### config.mk
export PLATFORM = sky130hd
export DESIGN_NAME = encoder_move_sequencer
export DESIGN_NICKNAME = d
export VERILOG_FILES = /design/src/rtl/ems_pkg.sv /design/src/rtl/ems_step.sv /design/src/rtl/encoder_move_sequencer.sv
export SDC_FILE = /design/constraint.sdc
export NUM_CORES = 1
export LEC_CHECK = 0
export BUFFER_PORTS_ARGS = -buffer_cell sky130_fd_sc_hd__buf_2
export CAP_MARGIN = 20
export CORE_MARGIN = 5
export CORE_UTILIZATION = 40
export DETAILED_ROUTE_END_ITERATION = 8
export MAX_ROUTING_LAYER = met4
export PLACE_DENSITY_LB_ADDON = 0.25
export SLEW_MARGIN = 20
export SYNTH_ARGS = -nofsm -noshare
export SYNTH_HDL_FRONTEND = slang
export SYNTH_SLANG_ARGS = --single-unit
### constraint.sdc
create_clock -name clk -period 8.9 [get_ports clk]
set_clock_uncertainty 0.2 [all_clocks]
set_input_delay 0.89 -clock clk [delete_from_list [all_inputs] [get_ports clk]]
set_output_delay 0.89 -clock clk [all_outputs]
set_load 0.01 [all_outputs]
### src/rtl/ems_pkg.sv
package ems_pkg;

	localparam int unsigned AddrW = 4;
	localparam int unsigned DataW = 32;

	localparam logic [1:0] REG_QTURN_LEFT  = 2'd0;
	localparam logic [1:0] REG_QTURN_RIGHT = 2'd1;
	localparam logic [1:0] REG_DEF_TURN    = 2'd2;
	localparam logic [1:0] REG_CORR_LIMIT  = 2'd3;

	localparam logic [1:0] ACT_CMD  = 2'd0;
	localparam logic [1:0] ACT_TICK = 2'd1;
	localparam logic [1:0] ACT_STOP = 2'd2;

	localparam logic [2:0] KIND_IDLE    = 3'd0;
	localparam logic [2:0] KIND_FWD     = 3'd1;
	localparam logic [2:0] KIND_BACK    = 3'd2;
	localparam logic [2:0] KIND_TURN_L  = 3'd3;
	localparam logic [2:0] KIND_TURN_R  = 3'd4;
	localparam logic [2:0] KIND_QTURN_L = 3'd5;
	localparam logic [2:0] KIND_QTURN_R = 3'd6;
	localparam logic [2:0] KIND_BAD     = 3'd7;

	localparam logic [1:0] DRV_STOP = 2'd0;
	localparam logic [1:0] DRV_FWD  = 2'd1;
	localparam logic [1:0] DRV_BACK = 2'd2;

	typedef struct packed {
		logic [14:0] qturn_left;
		logic [14:0] qturn_right;
		logic [14:0] def_turn;
		logic [7:0]  corr_limit;
	} cfg_t;

	typedef struct packed {
		logic [1:0]         action;
		logic [2:0]         move_kind;
		logic signed [15:0] left_target;
		logic signed [15:0] right_target;
		logic signed [31:0] left_count;
		logic signed [31:0] right_count;
	} item_t;

	typedef struct packed {
		logic [2:0]  mode;
		logic [31:0] start_left;
		logic [31:0] start_right;
		logic signed [15:0] goal_left;
		logic signed [15:0] goal_right;
		logic [1:0]  drive_left;
		logic [1:0]  drive_right;
		logic [7:0]  correction;
	} state_t;

	typedef struct packed {
		logic [1:0] left_drive;
		logic [1:0] right_drive;
		logic [7:0] left_correction;
		logic       busy_res;
		logic       was_idle;
	} res_t;

endpackage

### src/rtl/ems_step.sv
module ems_step (
	input  ems_pkg::cfg_t   cfg,
	input  ems_pkg::state_t st,
	input  ems_pkg::item_t  item,
	output ems_pkg::state_t st_nxt,
	output ems_pkg::res_t   res
);
	import ems_pkg::*;

	logic signed [31:0] dist_l;
	logic signed [31:0] dist_r;
	logic signed [32:0] drift;
	logic signed [31:0] tgt_l;
	logic signed [31:0] tgt_r;
	logic [1:0]         dir_l;
	logic [1:0]         dir_r;
	logic               done_l;
	logic               done_r;
	logic               idle_seen;
	logic signed [31:0] turn_l;
	logic signed [31:0] turn_r;
	logic signed [31:0] def_turn;

	assign dist_l   = $signed(item.left_count - st.start_left);
	assign dist_r   = $signed(item.right_count - st.start_right);
	assign drift    = {dist_l[31], dist_l} - {dist_r[31], dist_r};
	assign def_turn = $signed({17'd0, cfg.def_turn});
	assign turn_l   = (st.goal_left > 16'sd2) ? 32'(st.goal_left) : def_turn;
	assign turn_r   = (st.goal_right > 16'sd2) ? 32'(st.goal_right) : def_turn;

	always_comb begin
		tgt_l = 32'(st.goal_left);
		tgt_r = 32'(st.goal_right);
		dir_l = DRV_FWD;
		dir_r = DRV_FWD;
		case (st.mode)
			KIND_BACK: begin
				dir_l = DRV_BACK;
				dir_r = DRV_BACK;
			end
			KIND_TURN_L: begin
				tgt_l = turn_l;
				tgt_r = turn_l;
				dir_l = DRV_BACK;
			end
			KIND_TURN_R: begin
				tgt_l = turn_r;
				tgt_r = turn_r;
				dir_r = DRV_BACK;
			end
			KIND_QTURN_L: begin
				tgt_l = $signed({17'd0, cfg.qturn_left});
				tgt_r = $signed({17'd0, cfg.qturn_right});
				dir_l = DRV_BACK;
			end
			KIND_QTURN_R: begin
				tgt_l = $signed({17'd0, cfg.qturn_left});
				tgt_r = $signed({17'd0, cfg.qturn_right});
				dir_r = DRV_BACK;
			end
			default: begin
			end
		endcase
	end

	assign done_l = dist_l >= tgt_l;
	assign done_r = dist_r >= tgt_r;

	always_comb begin
		st_nxt    = st;
		idle_seen = 1'b0;
		case (item.action)
			ACT_CMD: begin
				if (item.move_kind == KIND_IDLE) begin
					st_nxt.drive_left  = DRV_STOP;
					st_nxt.drive_right = DRV_STOP;
					st_nxt.mode        = KIND_IDLE;
				end else if (item.move_kind != KIND_BAD) begin
					st_nxt.start_left  = item.left_count;
					st_nxt.start_right = item.right_count;
					if (item.move_kind == KIND_FWD || item.move_kind == KIND_BACK ||
					    item.move_kind == KIND_TURN_L)
						st_nxt.goal_left = item.left_target;
					if (item.move_kind == KIND_FWD || item.move_kind == KIND_BACK ||
					    item.move_kind == KIND_TURN_R)
						st_nxt.goal_right = item.right_target;
					st_nxt.mode = item.move_kind;
				end
			end
			ACT_TICK: begin
				if (st.mode == KIND_IDLE) begin
					idle_seen = 1'b1;
				end else if (st.mode != KIND_BAD) begin
					if (st.mode == KIND_FWD || st.mode == KIND_BACK) begin
						if (drift > 33'sd1 && st.correction != 8'd0)
							st_nxt.correction = st.correction - 8'd1;
						else if (drift < -33'sd1 && st.correction < cfg.corr_limit)
							st_nxt.correction = st.correction + 8'd1;
					end
					st_nxt.drive_left  = done_l ? DRV_STOP : dir_l;
					st_nxt.drive_right = done_r ? DRV_STOP : dir_r;
					if (done_l && done_r)
						st_nxt.mode = KIND_IDLE;
				end
			end
			ACT_STOP: begin
				st_nxt.drive_left  = DRV_STOP;
				st_nxt.drive_right = DRV_STOP;
			end
			default: begin
			end
		endcase
	end

	assign res.left_drive      = st_nxt.drive_left;
	assign res.right_drive     = st_nxt.drive_right;
	assign res.left_correction = st_nxt.correction;
	assign res.busy_res        = st_nxt.mode != KIND_IDLE;
	assign res.was_idle        = idle_seen;

endmodule

### src/rtl/encoder_move_sequencer.sv
// Channel  | Handshake                | Payload
// input    | in_valid / in_stall      | action, move_kind, left/right_target, left/right_count
// output   | out_valid / out_stall    | left/right_drive, left_correction, busy_res, was_idle
// config   | psel, penable, pwrite    | paddr, pwdata, prdata (pready tied high)
// One beat in, one beat out; a taken beat waits in the input register until the result register has room.
// A new beat is taken every cycle unless the output is stalled; the move state is fed back around one stage.
// Reset puts the move state to idle, drives to stop, correction to zero, registers to defaults.
// A stalled output holds its beat; the input register still takes one more beat behind it.
module encoder_move_sequencer (
	input  logic                      clk,
	input  logic                      arst_n,
	input  logic                      in_valid,
	output logic                      in_stall,
	input  logic [1:0]                action,
	input  logic [2:0]                move_kind,
	input  logic signed [15:0]        left_target,
	input  logic signed [15:0]        right_target,
	input  logic signed [31:0]        left_count,
	input  logic signed [31:0]        right_count,
	output logic                      out_valid,
	input  logic                      out_stall,
	output logic [1:0]                left_drive,
	output logic [1:0]                right_drive,
	output logic [7:0]                left_correction,
	output logic                      busy_res,
	output logic                      was_idle,
	input  logic                      psel,
	input  logic                      penable,
	input  logic                      pwrite,
	input  logic [ems_pkg::AddrW-1:0] paddr,
	input  logic [ems_pkg::DataW-1:0] pwdata,
	output logic [ems_pkg::DataW-1:0] prdata,
	output logic                      pready
);
	import ems_pkg::*;

	cfg_t   cfg_q;
	state_t st_q;
	state_t st_nxt;
	item_t  item_s1;
	logic   valid_s1;
	res_t   res_nxt;
	res_t   res_s2;
	logic   valid_s2;
	logic   adv;
	logic   take;
	logic   cfg_wr;

	assign pready = 1'b1;
	assign cfg_wr = psel & penable & pwrite;

	always_ff @(posedge clk or negedge arst_n) begin
		if (!arst_n) begin
			cfg_q.qturn_left  <= 15'd100;
			cfg_q.qturn_right <= 15'd100;
			cfg_q.def_turn    <= 15'd100;
			cfg_q.corr_limit  <= 8'd255;
		end else if (cfg_wr) begin
			case (paddr[3:2])
				REG_QTURN_LEFT:  cfg_q.qturn_left  <= pwdata[14:0];
				REG_QTURN_RIGHT: cfg_q.qturn_right <= pwdata[14:0];
				REG_DEF_TURN:    cfg_q.def_turn    <= pwdata[14:0];
				REG_CORR_LIMIT:  cfg_q.corr_limit  <= pwdata[7:0];
				default: begin
				end
			endcase
		end
	end

	always_comb begin
		case (paddr[3:2])
			REG_QTURN_LEFT:  prdata = {17'd0, cfg_q.qturn_left};
			REG_QTURN_RIGHT: prdata = {17'd0, cfg_q.qturn_right};
			REG_DEF_TURN:    prdata = {17'd0, cfg_q.def_turn};
			REG_CORR_LIMIT:  prdata = {24'd0, cfg_q.corr_limit};
			default:         prdata = '0;
		endcase
	end

	// advance the input register into the result register when it has room
	assign adv      = valid_s1 & (~valid_s2 | ~out_stall);
	assign in_stall = valid_s1 & ~adv;
	assign take     = in_valid & ~in_stall;

	always_ff @(posedge clk or negedge arst_n) begin
		if (!arst_n)
			valid_s1 <= 1'b0;
		else if (take)
			valid_s1 <= 1'b1;
		else if (adv)
			valid_s1 <= 1'b0;
	end

	always_ff @(posedge clk) begin
		if (take) begin
			item_s1.action       <= action;
			item_s1.move_kind    <= move_kind;
			item_s1.left_target  <= left_target;
			item_s1.right_target <= right_target;
			item_s1.left_count   <= left_count;
			item_s1.right_count  <= right_count;
		end
	end

	ems_step u_step (
		.cfg    (cfg_q),
		.st     (st_q),
		.item   (item_s1),
		.st_nxt (st_nxt),
		.res    (res_nxt)
	);

	always_ff @(posedge clk or negedge arst_n) begin
		if (!arst_n) begin
			st_q.mode        <= KIND_IDLE;
			st_q.start_left  <= '0;
			st_q.start_right <= '0;
			st_q.goal_left   <= '0;
			st_q.goal_right  <= '0;
			st_q.drive_left  <= DRV_STOP;
			st_q.drive_right <= DRV_STOP;
			st_q.correction  <= '0;
		end else if (adv) begin
			st_q <= st_nxt;
		end
	end

	always_ff @(posedge clk or negedge arst_n) begin
		if (!arst_n)
			valid_s2 <= 1'b0;
		else if (adv)
			valid_s2 <= 1'b1;
		else if (~out_stall)
			valid_s2 <= 1'b0;
	end

	always_ff @(posedge clk) begin
		if (adv)
			res_s2 <= res_nxt;
	end

	assign out_valid       = valid_s2;
	assign left_drive      = res_s2.left_drive;
	assign right_drive     = res_s2.right_drive;
	assign left_correction = res_s2.left_correction;
	assign busy_res        = res_s2.busy_res;
	assign was_idle        = res_s2.was_idle;

endmodule

==> flow_metrics.tcl, run 1 <==
set metrics [dict create \
    ys_seq_area_frac 0.3965 \
    fin_setup_tns_ns 0 \
    cts_hold_buf 0 \
    firstDrtPassIters 5 \
    synthDistinctLibCells 102 \
    critPathKind "reg -> reg" \
    fin_area_mm2 0.02175 \
    fp.coreArea_mm2 0.04765 \
    ir_drop_mv 0.1639 \
    avgViaCountPerCell 5.541 \
    crit_slowest_cell "or4_4" \
    start_util 0.4038 \
    r2r-end "left_correction[6]$_DFFE_PP_" \
    drive_gt1_frac 0.2239 \
    combPwrFrac 0.635 \
    r2r_slack_ns 0.93 \
    fin_nets 2308 \
    power.clock.fraction 0.157 \
    hold_class "in -> async" \
    ys_ff_latch 281 \
    cpPeakStageDelay_ns 0.55 \
    p_per_area_mw_per_mm2 419.5 \
    clkSinkCount 281 \
    drt_drc_violations_left 0 \
    setup_violations 0 \
    status "finished clean" \
    drt_iter0_drc 793 \
    synth_area_per_cell_um2 10.34 \
    grt_pass1_wl_um 82190 \
    cts_tree "built" \
    grt_pass1_vias 14793 \
    cts_buffers 35 \
    hold_viol 0 \
    required_ns 9.00 \
    clockBufferDepth 3 \
    dp_hpwl_um 39700 \
    grt-ovfl-total 0 \
    n_antenna_cell 0 \
    vias 14616 \
    maxCapViolCount 0 \
    drv_slew 0 \
    chipHeight_um 229.3 \
    sw_frac_of_total 0.4713 \
    endpoint "left_correction[6]$_DFFE_PP_" \
    seqPwrFrac 0.208 \
    grt_setup_unrepaired "false" \
    syn_to_final_growth_pct 13.04 \
    internal-power_w 0.004824 \
    post_cts_resized 0 \
    worstRegToRegCells 30 \
    h-tree-depth 2 \
    end_kind "register" \
    period_share 0.8955 \
    multi_input_area_mm2 0.01077 \
    cts_setup_buffers 0 \
    die-area_mm2 0.05259 \
    startpoint_type "register" \
    power.leakage_nw 9.603 \
    final_antenna_net_count 0 \
    totalWireLength_um 52110 \
    crit_start "item_s1[32]$_DFFE_PP_" \
    synth_edf_count 115 \
    r2r_start "item_s1[32]$_DFFE_PP_" \
    relSlewSlack 0.3175 \
    root_buffer "clkbuf_16" \
    regArea_mm2 0.007629 \
    rows 80 \
    syn_area_mm2 0.01924 \
    ys_warn_count 0 \
    period_minus_slack_ns 7.970 \
    cp_max_fo 9 \
    post_dp_cell_area_mm2 0.02057 \
    async_flop_share 0.5907 \
    ios 193 \
    crit_arrival_ns 8.07 \
    clk_latency_ns 0.56 \
    antenna_found_initial 1 \
    fillers 4465 \
    grt_start_max_net_pins 96 \
    port_buffers 155 \
    p_switching_w 0.004301 \
    synthCells 1860 \
    tightest_slew_ns 1.020 \
    die_w_um 229.3 \
    max_freq_ghz 0.1255 \
    clk_pin_slew_worst_paths_ns 0.06 \
    synth_ff_type "dfrtp_1" \
    wire_per_inst_um 19.75 \
    groute.usage.overall 0.2005 \
    gp_congestion 0.8974 \
]
state kept, by name, summed over array words and instances, names as in the netlist:
| name | cells |
|---|---|
| st_q | 111 |
| item_s1 | 101 |
| cfg_q | 53 |
| left_correction | 8 |
| left_drive | 2 |
| right_drive | 2 |
| busy_res | 1 |
| out_valid | 1 |
| valid_s1 | 1 |
| was_idle | 1 |
worst min path at each step:
stage                     startpoint                     to  slack (ns)  cells after the start
3_3_place_gp    valid_s1$_DFFE_PN0P_  out_valid$_DFFE_PN0P_        0.26                      1
4_1_cts        item_s1[90]$_DFFE_PP_   st_q[38]$_DFFE_PN0P_        0.28                      1
6_report                      arst_n   st_q[96]$_DFFE_PN0P_        0.02                      1
5_1_grt                       arst_n   st_q[96]$_DFFE_PN0P_        0.03                      1
3_5_place_dp   item_s1[80]$_DFFE_PP_   st_q[28]$_DFFE_PN0P_        0.26                      1
2_1_floorplan  item_s1[95]$_DFFE_PP_   st_q[43]$_DFFE_PN0P_        0.23                      2
power by group through the flow:
stage	Clock, W	Combinational, W	Sequential (W)
after global routing	0.00152	0.00647	0.00193
after CTS	0.00148	0.00579	0.00189
after global placement	0	0.00566	0.00190
after floorplan	0	0.00440	0.00180
final	0.00143	0.00579	0.00190
after detailed placement	0	0.00576	0.00192
cells in the mapped netlist, types with 9 or more instances:
cell type | count | area [um^2]
ha_1 | 165 | 2064
mux2_2 | 157 | 1768
dfrtp_1 | 149 | 3729
inv_1 | 147 | 551.8
edfxtp_1 | 115 | 3453
nand2_1 | 115 | 431.7
a21oi_1 | 110 | 550.5
o21ai_0 | 91 | 455.4
a21o_1 | 76 | 570.6
nor2_1 | 69 | 259.0
xnor2_1 | 57 | 499.2
clkbuf_1 | 50 | 187.7
nand3_1 | 36 | 180.2
xor2_1 | 36 | 315.3
nand4_1 | 33 | 206.5
nor3_1 | 31 | 155.2
nor2b_1 | 28 | 175.2
mux2i_1 | 26 | 260.3
o21a_1 | 26 | 195.2
a211oi_1 | 23 | 172.7
buf_4 | 19 | 142.6
dfstp_2 | 17 | 446.7
nand2b_1 | 16 | 100.1
o22ai_1 | 15 | 93.84
nor4_1 | 14 | 87.58
o21ai_1 | 11 | 55.05
a31oi_1 | 10 | 62.56
o31ai_1 | 10 | 75.07
and2_1 | 9 | 56.30
and3_1 | 9 | 56.30
o211ai_1 | 9 | 67.56
worst max-delay path, delay by kind of cell, from the launching register on:
family	cells	cell delay, ns
flip-flops	1	0.37
buffers and inverters	2	0.14
AND/OR/NAND/NOR	13	2.98
XOR/XNOR	2	0.21
AO/OA/AOI/OAI	10	2.73
adder cells (fa/ha/maj)	3	1.05
through the flow:
stage | setup WS [ns] | instances | util | power, W | hold WS (ns)
after detailed placement | 1.100 | 2573 | 0.4317 | 0.007674 | 0.2639
after CTS | 1.039 | 2637 | 0.4558 | 0.009163 | 0.2779
after global placement | 1.087 | 2573 | 0.4317 | 0.007568 | 0.2595
after floorplan | 2.236 | 1876 | - | 0.006198 | 0.2260
after global routing | 0.4436 | 2638 | 0.4565 | 0.009930 | 0.02560
final | 0.9301 | 2638 | 0.4565 | 0.009125 | 0.01642
cell usage in the layout, fill, tap and decap left out, drive strengths merged, types with 14 or more instances in the layout:
cell	instances
conb	18
xnor2	58
clkinv	14
nand4	33
ha	165
nor4	15
edfxtp	115
mux2i	27
dfrtp	149
dfstp	17
o22ai	15
o21a	26
o21ai	104
clkbuf	43
xor2	38
a21oi	111
mux2	157
a21o	76
inv	149
nor2b	28
nor3	31
a211oi	25
nand2	116
nand2b	16
buf	165
nor2	71
nand3	36
final cells by class:
| type | count | share of cell area |
|---|---|---|
| multi-input combinational | 1366 | 0.4953 |
| inverter | 147 | 0.02537 |
| clock inverter | 21 | 0.009319 |
| tap | 615 | 0.03538 |
| sequential | 281 | 0.3507 |
| clock buffer | 43 | 0.04355 |
| timing repair buffer | 165 | 0.04032 |
metal layers:
layer	vias to the layer above	GRT usage	part of all wire	routed length [um]
li1	7125	-	-	-
met1	7028	0.2609	0.45	23500
met2	362	0.3238	0.47	24490
met3	101	0.02589	0.045	2355
met4	0	0.07217	0.034	1762
met5	-	-	0	0
cell families after synthesis:
logic type | after synthesis | share of synthesized area
compound gates | 477 | 0.1699
xor+xnor | 97 | 0.04663
fa+ha+maj | 169 | 0.1109
buf+inv | 229 | 0.04897
flops | 281 | 0.3965
mux | 192 | 0.1159
other cells | 2 | 0.0003903
simple gates | 413 | 0.1108
Note: power is estimated with default switching activity, not from simulation.
==> run 2, diff against run 1 <==
Settings changed: REMOVE_ABC_BUFFERS set to 1.
==> run 2 against run 1 <==
Count of clock-buffer cells in the layout is 7 higher. Critical path depth is 1 higher. Power is 0.76% higher. Critical endpoint unchanged. Highest routed layer unchanged.
==> flow_metrics.tcl, run 2 (synthesized netlist as in run 1, its figures left out) <==
set metrics [dict create \
    fin_nets 2309 \
    clockBufferDepth 3 \
    cts_hold_buf 0 \
    p_per_area_mw_per_mm2 421.6 \
    antenna_found_initial 3 \
    end_kind "register" \
    max_flop_register "st_q" \
    totalWireLength_um 51090 \
    tightest_slew_ns 1.135 \
    setup_violations 0 \
    ios 193 \
    whs_ns 0.08820 \
    maxCapViolCount 0 \
    grt_pass1_vias 14689 \
    start_util 0.4038 \
    h-tree-depth 2 \
    clk_pin_slew_worst_paths_ns 0.06 \
    startpoint_type "register" \
    top_regs "st_q (111), item_s1 (101), cfg_q (53)" \
    post_dp_cell_area_mm2 0.02058 \
    drt_iter0_drc 1000 \
    final_antenna_net_count 0 \
    period_share 0.8856 \
    hold_viol 0 \
    cts_setup_buffers 0 \
    crit_arrival_ns 7.99 \
    r2r_start "item_s1[0]$_DFFE_PP_" \
    hold_class "in -> async" \
    critPathMostFrequentCell "a21o_1" \
    drv_slew 0 \
    largest_register_ffs 111 \
    fin_setup_tns_ns 0 \
    fp.coreArea_mm2 0.04765 \
    period_minus_slack_ns 7.882 \
    relSlewSlack 0.2418 \
    grt_pass1_wl_um 81680 \
    clk_latency_ns 0.55 \
    wire_per_inst_um 19.33 \
    groute.usage.overall 0.1974 \
    rows 80 \
    ir_drop_mv 0.1588 \
    post_cts_resized 0 \
    worstRegToRegCells 31 \
    vias 14629 \
    fin_area_mm2 0.02180 \
    port_buffers 155 \
    cpPeakStageDelay_ns 0.57 \
    final_common_cell "ha_1" \
    gp_congestion 0.8843 \
    r2r_slack_ns 1.02 \
    status "finished clean" \
    firstDrtPassIters 5 \
    crit_slowest_cell "a311oi_1" \
    grt-ovfl-total 0 \
    layout_setup_ws_ns 1.018 \
    critPathKind "reg -> reg" \
    dp_slack_ns 1.135 \
    clkSinkCount 281 \
    syn_to_final_growth_pct 13.32 \
    grt_setup_unrepaired "false" \
    die-area_mm2 0.05259 \
    required_ns 9.00 \
    chipHeight_um 229.3 \
    drt_drc_violations_left 0 \
    drive_gt1_frac 0.2237 \
    cts_buffers 36 \
    r2r-end "left_correction[6]$_DFFE_PP_" \
    root_buffer "clkbuf_16" \
    die_w_um 229.3 \
    final_cell_mix "165 x ha_1, 157 x mux2_2, 154 x buf_2, 149 x dfrtp_1, 147 x inv_1" \
    dp_hpwl_um 39190 \
    cp_max_fo 9 \
    power.leakage_nw 9.630 \
    cts_tree "built" \
    grt_start_max_net_pins 67 \
    max_freq_ghz 0.1269 \
    crit_start "item_s1[0]$_DFFE_PP_" \
    avgViaCountPerCell 5.535 \
]
==> run 2: critical path: cells and delay by family (launching register included) <==
family                   cells  cell delay, ns
adder cells (fa/ha/maj)      3            0.96
XOR/XNOR                     2            0.31
flip-flops                   1            0.36
AO/OA/AOI/OAI               16            3.68
buffers and inverters        4            0.35
AND/OR/NAND/NOR              6            1.79
==> run 2: layout make-up <==
type | count | area, um^2
antenna | 3 | 7.507
clock buffer | 50 | 1016
clock inverter | 16 | 205.2
fill | 4495 | 25840
inverter | 147 | 551.8
multi-input combinational | 1366 | 10770
sequential | 281 | 7629
tap | 615 | 769.5
timing repair buffer | 165 | 857.1
==> run 2: metrics by stage <==
step           std cells  total power [W]  utilization
4_1_cts             2640         0.009225       0.4575
6_report            2643         0.009194       0.4576
2_1_floorplan       1794         0.006158            -
5_1_grt             2643          0.01001       0.4576
3_5_place_dp        2574         0.007666       0.4319
3_3_place_gp        2574         0.007573       0.4319
==> run 2: layer usage <==
metal	track usage	up-vias	share of wire
met5	-	-	0
met1	0.2611	7091	0.46
li1	-	7120	-
met2	0.3185	341	0.47
met4	0.05788	0	0.028
met3	0.02836	77	0.045
==> run 2: worst max-delay path by stage <==
stage                                         endpoint  slack [ns]  cells after the start
after floorplan           left_correction[6]$_DFFE_PP_        2.23                     31
after detailed placement  left_correction[3]$_DFFE_PP_        1.14                     31
final                     left_correction[6]$_DFFE_PP_        1.02                     31
after CTS                 left_correction[3]$_DFFE_PP_        1.09                     31
after global placement    left_correction[6]$_DFFE_PP_        1.17                     31
after global routing      left_correction[6]$_DFFE_PP_        0.41                     31
==> run 2: report_power, final <==
| group | leakage (nW) | internal [W] | switching (W) |
|---|---|---|---|
| sequential | 3.10 | 0.00164 | 0.000252 |
| clock | 0.599 | 0.000921 | 0.000575 |
| combinational | 5.93 | 0.00233 | 0.00347 |
| total | 9.63 | 0.00489 | 0.00430 |
==> run 3, diff against run 2 <==
==> constraint.sdc (replaced) <==
create_clock -name clk -period 8.9 [get_ports clk]
set_clock_uncertainty 0.2 [all_clocks]
set_input_delay 1.78 -clock clk [delete_from_list [all_inputs] [get_ports clk]]
set_output_delay 1.78 -clock clk [all_outputs]
set_load 0.01 [all_outputs]
==> run 3 against run 2 <==
First-iteration DRC count down 5.5%. Register-to-register slack about the same. Clock power down 3%. Sequential power about the same. Count of clock-buffer cells in the layout down 6. Final area down 0.17%. Final cell count about the same. Setup slack worse by 0.014 ns.
==> flow_metrics.tcl, run 3 (synthesized netlist as in run 1, its figures left out) <==
set metrics [dict create \
    status "finished clean" \
    grt_pass1_wl_um 81390 \
    fillers 4499 \
    power_w 0.009176 \
    critPathKind "reg -> reg" \
    start_util 0.4038 \
    groute.usage.overall 0.1982 \
    final_common_cell "ha_1" \
    drt_drc_violations_left 0 \
    busiest_layer "met2" \
    dp_hpwl_um 39220 \
    layout_setup_ws_ns 1.004 \
    clockBufferDepth 3 \
    max_freq_ghz 0.1266 \
    ir_drop_mv 0.1933 \
    crit_arrival_ns 7.99 \
    grt-ovfl-total 0 \
    crit_slowest_cell "or4_4" \
    antenna_found_initial 4 \
    tightest_slew_ns 1.110 \
    grt_pass1_vias 14659 \
    critPathMostFrequentCell "a21o_1" \
    chipHeight_um 229.3 \
    drive_gt1_frac 0.2233 \
    syn_to_final_growth_pct 13.14 \
    relSlewSlack 0.2584 \
    final_cell_mix "165 x ha_1, 157 x mux2_2, 154 x buf_2, 149 x dfrtp_1, 147 x inv_1" \
    end_kind "register" \
    drt_iter0_drc 945 \
    root_buffer "clkbuf_16" \
    use_met3 0.02787 \
    clk_latency_ns 0.57 \
    required_ns 9.00 \
    cp_max_fo 9 \
    firstDrtPassIters 5 \
    period_minus_slack_ns 7.896 \
    grt_setup_unrepaired "false" \
    cpPeakStageDelay_ns 0.57 \
    maxCapViolCount 0 \
    p_per_area_mw_per_mm2 421.5 \
    power.leakage_nw 9.603 \
    totalWireLength_um 51540 \
    cts_setup_buffers 0 \
    die-area_mm2 0.05259 \
    avgViaCountPerCell 5.526 \
    gp_congestion 0.9131 \
    die_w_um 229.3 \
    top_regs "st_q (111), item_s1 (101), cfg_q (53)" \
    h-tree-depth 2 \
    dp_slack_ns 1.114 \
    wire_per_inst_um 19.51 \
    final_antenna_net_count 0 \
    period_share 0.8872 \
    startpoint_type "register" \
    setup_violations 0 \
    use_met1 0.2623 \
    post_cts_resized 0 \
    fin_nets 2309 \
    clk_pin_slew_worst_paths_ns 0.06 \
    use_met2 0.3176 \
    cts_hold_buf 0 \
    fin_area_mm2 0.02177 \
    post_dp_cell_area_mm2 0.02058 \
    ios 193 \
    cts_tree "built" \
    drv_slew 0 \
    hold_viol 0 \
    cts_buffers 35 \
    grt_start_max_net_pins 67 \
    fin_setup_tns_ns 0 \
    max_flop_register "st_q" \
    clkSinkCount 281 \
    rows 80 \
    hold_class "reg -> reg" \
    whs_ns 0.2712 \
    port_buffers 155 \
    largest_register_ffs 111 \
    vias 14601 \
    fp.coreArea_mm2 0.04765 \
]
[run 3: worst max-delay path: cells and delay by family (launching register included)]
family | cells | cell delay [ns]
adder cells (fa/ha/maj) | 3 | 0.99
XOR/XNOR | 2 | 0.32
flip-flops | 1 | 0.35
AO/OA/AOI/OAI | 16 | 3.57
buffers and inverters | 4 | 0.35
AND/OR/NAND/NOR | 6 | 1.85
[run 3: layer usage]
layer | up-vias | part of all wire
met2 | 317 | 0.47
met4 | 0 | 0.027
met3 | 80 | 0.044
met1 | 7088 | 0.46
met5 | - | 0
li1 | 7116 | -
[run 3: power breakdown]
group / switching, W / total, W / internal, W
Combinational: 0.00349 / 0.00582 / 0.00233
Sequential: 0.000251 / 0.00189 / 0.00164
Clock: 0.000587 / 0.00146 / 0.000870
[run 3: path summary, 6_finish.rpt]
| check | from | endpoint | slack, ns | depth (start not counted) |
|---|---|---|---|---|
| setup / recovery | item_s1[0]$_DFFE_PP_ | left_correction[6]$_DFFE_PP_ | 1.00 | 31 |
| hold / removal | item_s1[81]$_DFFE_PP_ | st_q[29]$_DFFE_PN0P_ | 0.27 | 1 |
| setup reg to reg | item_s1[0]$_DFFE_PP_ | left_correction[6]$_DFFE_PP_ | 1.00 | 31 |
| hold reg to reg | item_s1[81]$_DFFE_PP_ | st_q[29]$_DFFE_PN0P_ | 0.27 | 1 |
| max in group asynchronous | arst_n | st_q[0]$_DFFE_PN0P_ | 6.21 | 2 |
| min in group asynchronous | arst_n | st_q[90]$_DFFE_PN0P_ | 0.97 | 1 |
[run 3: area by class of cell]
type                    count  area [um^2]  share of cell area
inverters                 147        551.8             0.02535
flip-flops and latches    281         7629              0.3504
multi-input cells        1366        10760              0.4944
well taps                 615        769.5             0.03535
clock inverters            20        254.0             0.01167
diodes                      3        7.507           0.0003449
repair buffers            166        864.6             0.03972
clock buffers              44        929.6             0.04271
[run 3: through the flow]
stage,util,instances
floorplan,-,1794
global placement,0.4319,2575
detailed placement,0.4319,2575
CTS,0.4567,2639
global route,0.4569,2642
finish,0.4569,2642
